<file path="config.mk">
export PLATFORM = sky130hd
export DESIGN_NAME = fbc_plane_mem
export DESIGN_NICKNAME = d
export VERILOG_FILES = /design/src/hdl/fbc_pkg.sv /design/src/hdl/fbc_plane_mem.sv
export SDC_FILE = /design/constraint.sdc
export NUM_CORES = 1
export LEC_CHECK = 0
export BUFFER_PORTS_ARGS = -buffer_cell sky130_fd_sc_hd__buf_2
export CORE_UTILIZATION = 35
export CTS_CLUSTER_DIAMETER = 100
export DETAILED_ROUTE_END_ITERATION = 12
export PLACE_DENSITY_LB_ADDON = 0.1
export SLEW_MARGIN = 20
export SYNTH_ARGS = -nofsm -noshare
export SYNTH_HDL_FRONTEND = slang
export SYNTH_SLANG_ARGS = --single-unit
</file>
<file path="constraint.sdc">
create_clock -name clk -period 2 [get_ports clk]
set_input_delay 0.4 -clock clk [delete_from_list [all_inputs] [get_ports clk]]
set_output_delay 0.4 -clock clk [all_outputs]
set_load 0.02 [all_outputs]
</file>
<file path="src/hdl/fbc_pkg.sv">
// shared types and codes for the frustum block cull
`timescale 1ns / 1ps

package fbc_pkg;

    // item kinds
    localparam logic [1:0] KIND_LOAD   = 2'd0;
    localparam logic [1:0] KIND_BLOCK  = 2'd1;
    localparam logic [1:0] KIND_VERTEX = 2'd2;

    // number of coefficients per plane (a, b, c, d)
    localparam int NUM_COEFS = 4;

    // coefficient lanes within a plane row
    localparam int LANE_A = 0;
    localparam int LANE_B = 1;
    localparam int LANE_C = 2;
    localparam int LANE_D = 3;

    // number of block corners
    localparam int NUM_CORNERS = 8;

    typedef enum logic [1:0] {
        ST_IDLE,
        ST_RUN,
        ST_WAIT,
        ST_HOLD
    } state_t;

    // tag that follows one plane row down the evaluation pipe
    typedef struct packed {
        logic vld;
        logic last;
    } eval_tag_t;

    // evaluation result handed back to the controller
    typedef struct packed {
        logic done;
        logic hit;
    } eval_res_t;

endpackage

</file>
<file path="src/hdl/fbc_plane_mem.sv">
// plane coefficient store: one row per plane, one lane per coefficient
`timescale 1ns / 1ps

module fbc_plane_mem
    import fbc_pkg::*;
#(
    parameter int NUM_PLANES = 6,
    parameter int KW         = 32,
    parameter int PW         = 3
)
(
    input  logic                            clk,
    input  logic                            rst_n,
    input  logic                            wr_en,
    input  logic [PW-1:0]                   wr_plane,
    input  logic [1:0]                      wr_coef,
    input  logic [KW-1:0]                   wr_data,
    input  logic                            rd_en,
    input  logic [PW-1:0]                   rd_plane,
    output logic [NUM_COEFS-1:0][KW-1:0]    rd_row
);

    logic [NUM_COEFS-1:0][KW-1:0] mem [NUM_PLANES];
    logic [NUM_COEFS-1:0]         lane_vld_reg [NUM_PLANES];
    logic [NUM_COEFS-1:0][KW-1:0] rd_data_reg;
    logic [NUM_COEFS-1:0]         rd_vld_reg;

    // lane write, registered read
    always_ff @(posedge clk)
    begin
        if (wr_en)
        begin
            mem[wr_plane][wr_coef] <= wr_data;
        end
        if (rd_en)
        begin
            rd_data_reg <= mem[rd_plane];
        end
    end

    // written-since-reset flags, an unwritten lane reads as zero
    always_ff @(posedge clk or negedge rst_n)
    begin
        if (!rst_n)
        begin
            for (int p = 0; p < NUM_PLANES; p++)
            begin
                lane_vld_reg[p] <= '0;
            end
            rd_vld_reg <= '0;
        end
        else
        begin
            if (wr_en)
            begin
                lane_vld_reg[wr_plane][wr_coef] <= 1'b1;
            end
            if (rd_en)
            begin
                rd_vld_reg <= lane_vld_reg[rd_plane];
            end
        end
    end

    always_comb
    begin
        for (int l = 0; l < NUM_COEFS; l++)
        begin
            rd_row[l] = rd_vld_reg[l] ? rd_data_reg[l] : '0;
        end
    end

endmodule

</file>
# Word-level counts from Yosys, hierarchy flattened
# Memories as Yosys holds them, arrays and structs flattened. A register that Yosys moved wholly into a read port is not among the register bits.
# Cells that the tools add are included.
[totals] reg_bits=28 ramBits=768 inputBits=44 output_inout_bits=128 elab_cells=33 mem_count=1
[mem_list] name="mem" depth=6 word_bits=128 rd=1 rd_ports_with_merged_regs=1 wr=1 line="fbc_plane_mem.sv:23" rtl="logic [NUM_COEFS-1:0][KW-1:0] mem [NUM_PLANES];"
[classes] magnitude_cmp=5 muxes=15 bitwise_logic=3 n_reduce_logical=2
[ops] operator="32-bit 2-to-1 mux" n=5
[ops] operator="128-bit 2-to-1 mux" n=1
[ops] operator="32-bit demux with 2-bit select" n=1
[ops] operator="24-bit bitwise OR" n=1
[ops] operator="4-bit binary-select mux with 3-bit select" n=1
[ops] operator="4-bit demux with 3-bit select" n=1
[ops] operator="4-bit 2-to-1 mux" n=3
[ops] operator="4-bit greater-or-equal comparator, second input constant" n=2
[ops] operator="3-bit inverter with 4-bit output" n=2
[ops] operator="4-bit by 1-bit < comparator with 1-bit output, second input constant" n=1
[ops] operator="2-bit by 3-bit < comparator with 1-bit output, second input constant" n=1
[ops] operator="1-bit demux with 2-bit select" n=1
[ops] operator="2-bit by 1-bit greater-or-equal comparator with 1-bit output, second input constant" n=1
[ops] operator="1-bit logical AND" n=2
[ops] operator="1-bit 2-to-1 mux" n=2

# Longest topological paths before layout
[depth] word_depth=7 mapped_depth=7 mapped_depth_nobuf=3

# Worst setup path before layout
# No wires, ideal clock.
[synth_timing] path_kind="input to register" from="in wr_coef[1]" to="mem mem[5][0] in the netlist's numbering (enable)" setup_ns=0.422 arrival_time_ns=2.416 required_time_ns=1.578 slack_ns=-0.838 path_stages=3 path_buffers=1 cell_sequence="or3b_2 clkbuf_1 nor2_1"
[synth_between] elab_chain_len=5 word_cells_on_any_way=6 classes_between="order compare: 2; mux: 3; reduce/logical: 1"
[synth_rtl] item="from (decl)" line="fbc_plane_mem.sv:16" rtl="input logic [1:0] wr_coef,"
[synth_rtl] item="2-bit by 3-bit < comparator with 1-bit output (implied by the code) / 2-bit by 1-bit greater-or-equal comparator with 1-bit output (equally long branches)" line="fbc_plane_mem.sv:33" rtl="mem[wr_plane][wr_coef] <= wr_data;"
[synth_rtl] item="1-bit logical AND (implied by the code)" line="fbc_plane_mem.sv:33"
[synth_rtl] item="32-bit 2-to-1 mux (implied by the code)" line="fbc_plane_mem.sv:33"
[synth_rtl] item="32-bit demux with 2-bit select *" line="fbc_plane_mem.sv:33"
[synth_rtl] item="128-bit 2-to-1 mux (implied by the code) *" line="fbc_plane_mem.sv:33"
[synth_rtl] item="to (decl)" line="fbc_plane_mem.sv:23"
# Mark *: on every way between the ends. The rest lies on a longest branch, timed or not.

==> out/metrics.cfg <==
[clock_network]
path_clk_slew_ps = 60
numCtsBuffers = 100
cts_buffer_depth = 3
clockRootBuffer = clkbuf_16
cts_max_level = 3
clkLatencyLatePin_ps = 640
cts_sinks = 924
tritoncts = yes

[grt]
grt_pass1_wl_um = 124000
grt_max_degree = 47
grt_antenna_before_repair = 15
grt_use_total_pct = 17.0
first_global_vias = 17800
overflow = 0

[logic_synthesis]
synth-seq-cells = 924
yosysTopAreaCell = edfxtp_1
yosysWarnings = 0
syn-cell-area_um2 = 35000
synth.avg_cell_area_um2 = 20.2
yosysMostFrequentCell = edfxtp_1
synth_top_area_share_pct = 77.0
synth_nets = 1776
synth_common_cells = edfxtp_1 (896), mux4_2 (132), nand2_1 (129)
syn_inst = 1732
ys_seq_area_share_pct = 79.0
synthTopCellsByArea = edfxtp_1 (77%), mux4_2 (8.5%), mux2i_1 (3.7%), and2_1 (2.3%), dfrtp_1 (2.0%)
synth_cell_types = 27
synth_ff_type = edfxtp_1
async_flop_share_pct = 3.03
synth_edf_count = 896

[critical_path]
worstPathMaxFanout = 33
worstPathRequired_ps = 1600
slowest_delay_ps = 390
path_class = flip-flop to primary output
path_cells = buf_12, and2_4, buf_4
end_kind = primary output
crit_path_start_kind = flip-flop
worst_path_max_delay_cell = dfrtp_1
cp.arrival_ps = 1560

[timing]
skew_ps = 17.5
worst_pin_slew_ps = 744
finalCritPeriodShare_pct = 97.8
timing.final.hold_violations = 0
rsz0062_at_grt = yes
setup_viol = 0
slew_violations = 0
relSlewSlack_pct = 50.4
layout_min_cycle_time_ps = 1960
whs_ps = 180
clock.fmax_mhz = 511

[run]
cap_violations = 0

[route]
drt-total-wl_um = 85600
vias_per_cell = 4.93
drcViolationCount = 0
first_iter_violations = 1195
vias = 16900
wl_per_cell_um = 25.1
dr.pass1.iters = 4
ant_nets = 0

[floorplan]
die_w_um = 318
die_area_um2 = 101000
die_h_um = 318
start_util_pct = 35.4
rows = 115
core_area_um2 = 98700
pin_count = 172

[run_status]
status = completed

[place]
hpwlAfterDp_um = 50000
gp_congestion = 0.713
port_buffers = 171

[hold_path]
hp-class = primary input to flip-flop

[final_layout]
largest_register_ffs = 768
drive_gt1_share_pct = 30.3
nNetsFinal = 2081
synthToLayoutAreaGrowth_pct = 20.9
fillers = 8739

[power_and_ir_drop]
p_leak_uw = 0.0144
ir_drop_v = 0.000622
power_uw = 43000
powerDensity_nw_per_um2 = 1020

[power breakdown]
group	internal, µW	leakage, µW	switching, µW
combinational	1290	0.00433	1810
clock	10500	0.00157	7490
sequential	21800	0.00851	173
[layout by cell type (no fill, tap or decap), drive strengths merged, types with 3 or more instances in the layout]
cell and instances:
a21oi 4, a22oi 4, and2 128, buf 289, bufinv 9, clkbuf 115
clkinv 51, clkinvlp 4, dfrtp 28, diode 11, edfxtp 896, inv 7
mux2 4, mux2i 128, mux4 132, nand2 129, nand3b 4, nor2 29
o21ai 128, o21bai 4, or2 20, or3b 3
[worst paths after layout]
check,startpoint,endpoint,slack [ps],cells past startpoint
max in group asynchronous,rst_n,rd_vld_reg[0],1080,2
min in group asynchronous,rst_n,lane_vld_reg[15],430,2
worst max register to register,mem[2][19],rd_data_reg[19],620,3
worst min register to register,lane_vld_reg[12],lane_vld_reg[12],460,1
worst min-delay path,rd_en,rd_data_reg[123],180,1
worst max-delay path,rd_vld_reg[1],rd_row[33],40,3
[worst max-delay path, delay by kind of cell, from the launching register on]
family | cells | cell delay (ps)
and+or+nand+nor | 1 | 190
DFF | 1 | 390
buffers and inverters | 2 | 330
[metrics by stage]
| step | setup TNS [ps] | utilization, % | setup WS, ps | area, µm² | std cells |
|---|---|---|---|---|---|
| floorplan | -142890 | - | -494 | 35100 | 1732 |
| global placement | 0 | 39.1 | 44.5 | 38600 | 3220 |
| detailed placement | 0 | 39.1 | 42.3 | 38600 | 3220 |
| CTS | -357 | 42.6 | -27.4 | 42100 | 3407 |
| global route | -93.6 | 42.8 | -26.6 | 42200 | 3407 |
| finish | 0 | 42.8 | 44.4 | 42300 | 3418 |
[routing by layer]
| metal | global-route usage [%] | vias to the layer above | share of wire (%) |
|---|---|---|---|
| met3 | 2.60 | 95 | 4.2 |
| met2 | 28.5 | 331 | 50 |
| li1 | - | 7473 | - |
| met5 | 0 | - | 0.011 |
| met1 | 23.3 | 8964 | 44 |
| met4 | 4.12 | 2 | 1.6 |
[cell type report]
cell class | count | area (µm²) | share of cell area [%]
well taps | 1287 | 1610 | 3.81
multi-input cells | 720 | 6830 | 16.2
repair buffers | 290 | 2990 | 7.07
flip-flops and latches | 924 | 27600 | 65.3
diodes | 11 | 27.5 | 0.0651
clock buffers | 115 | 2600 | 6.15
inverters | 1 | 11.3 | 0.0266
clock inverters | 70 | 593 | 1.40
[cells by family (layout without fill, tap and decap cells)]
group	count (synthesis)	after routing	synth area share [%]
other	0	11	0
buffers and inverters	88	476	2.10
and+or+nand+nor	316	316	4.56
AOI/OAI and AO/OA	140	140	2.06
muxes	264	264	12.3
DFF	924	924	79.0
[what timing repair did]
item / in CTS / in global routing
gates resized for setup: 79 / 65
hold buffers: 1 / 0
hold endpoints to repair: 28 / 0
pin swaps: 0 / 1
endpoints found under the setup margin: 114 / 73
setup buffers: 1 / 0
Note: power is estimated with default switching activity, not from simulation.
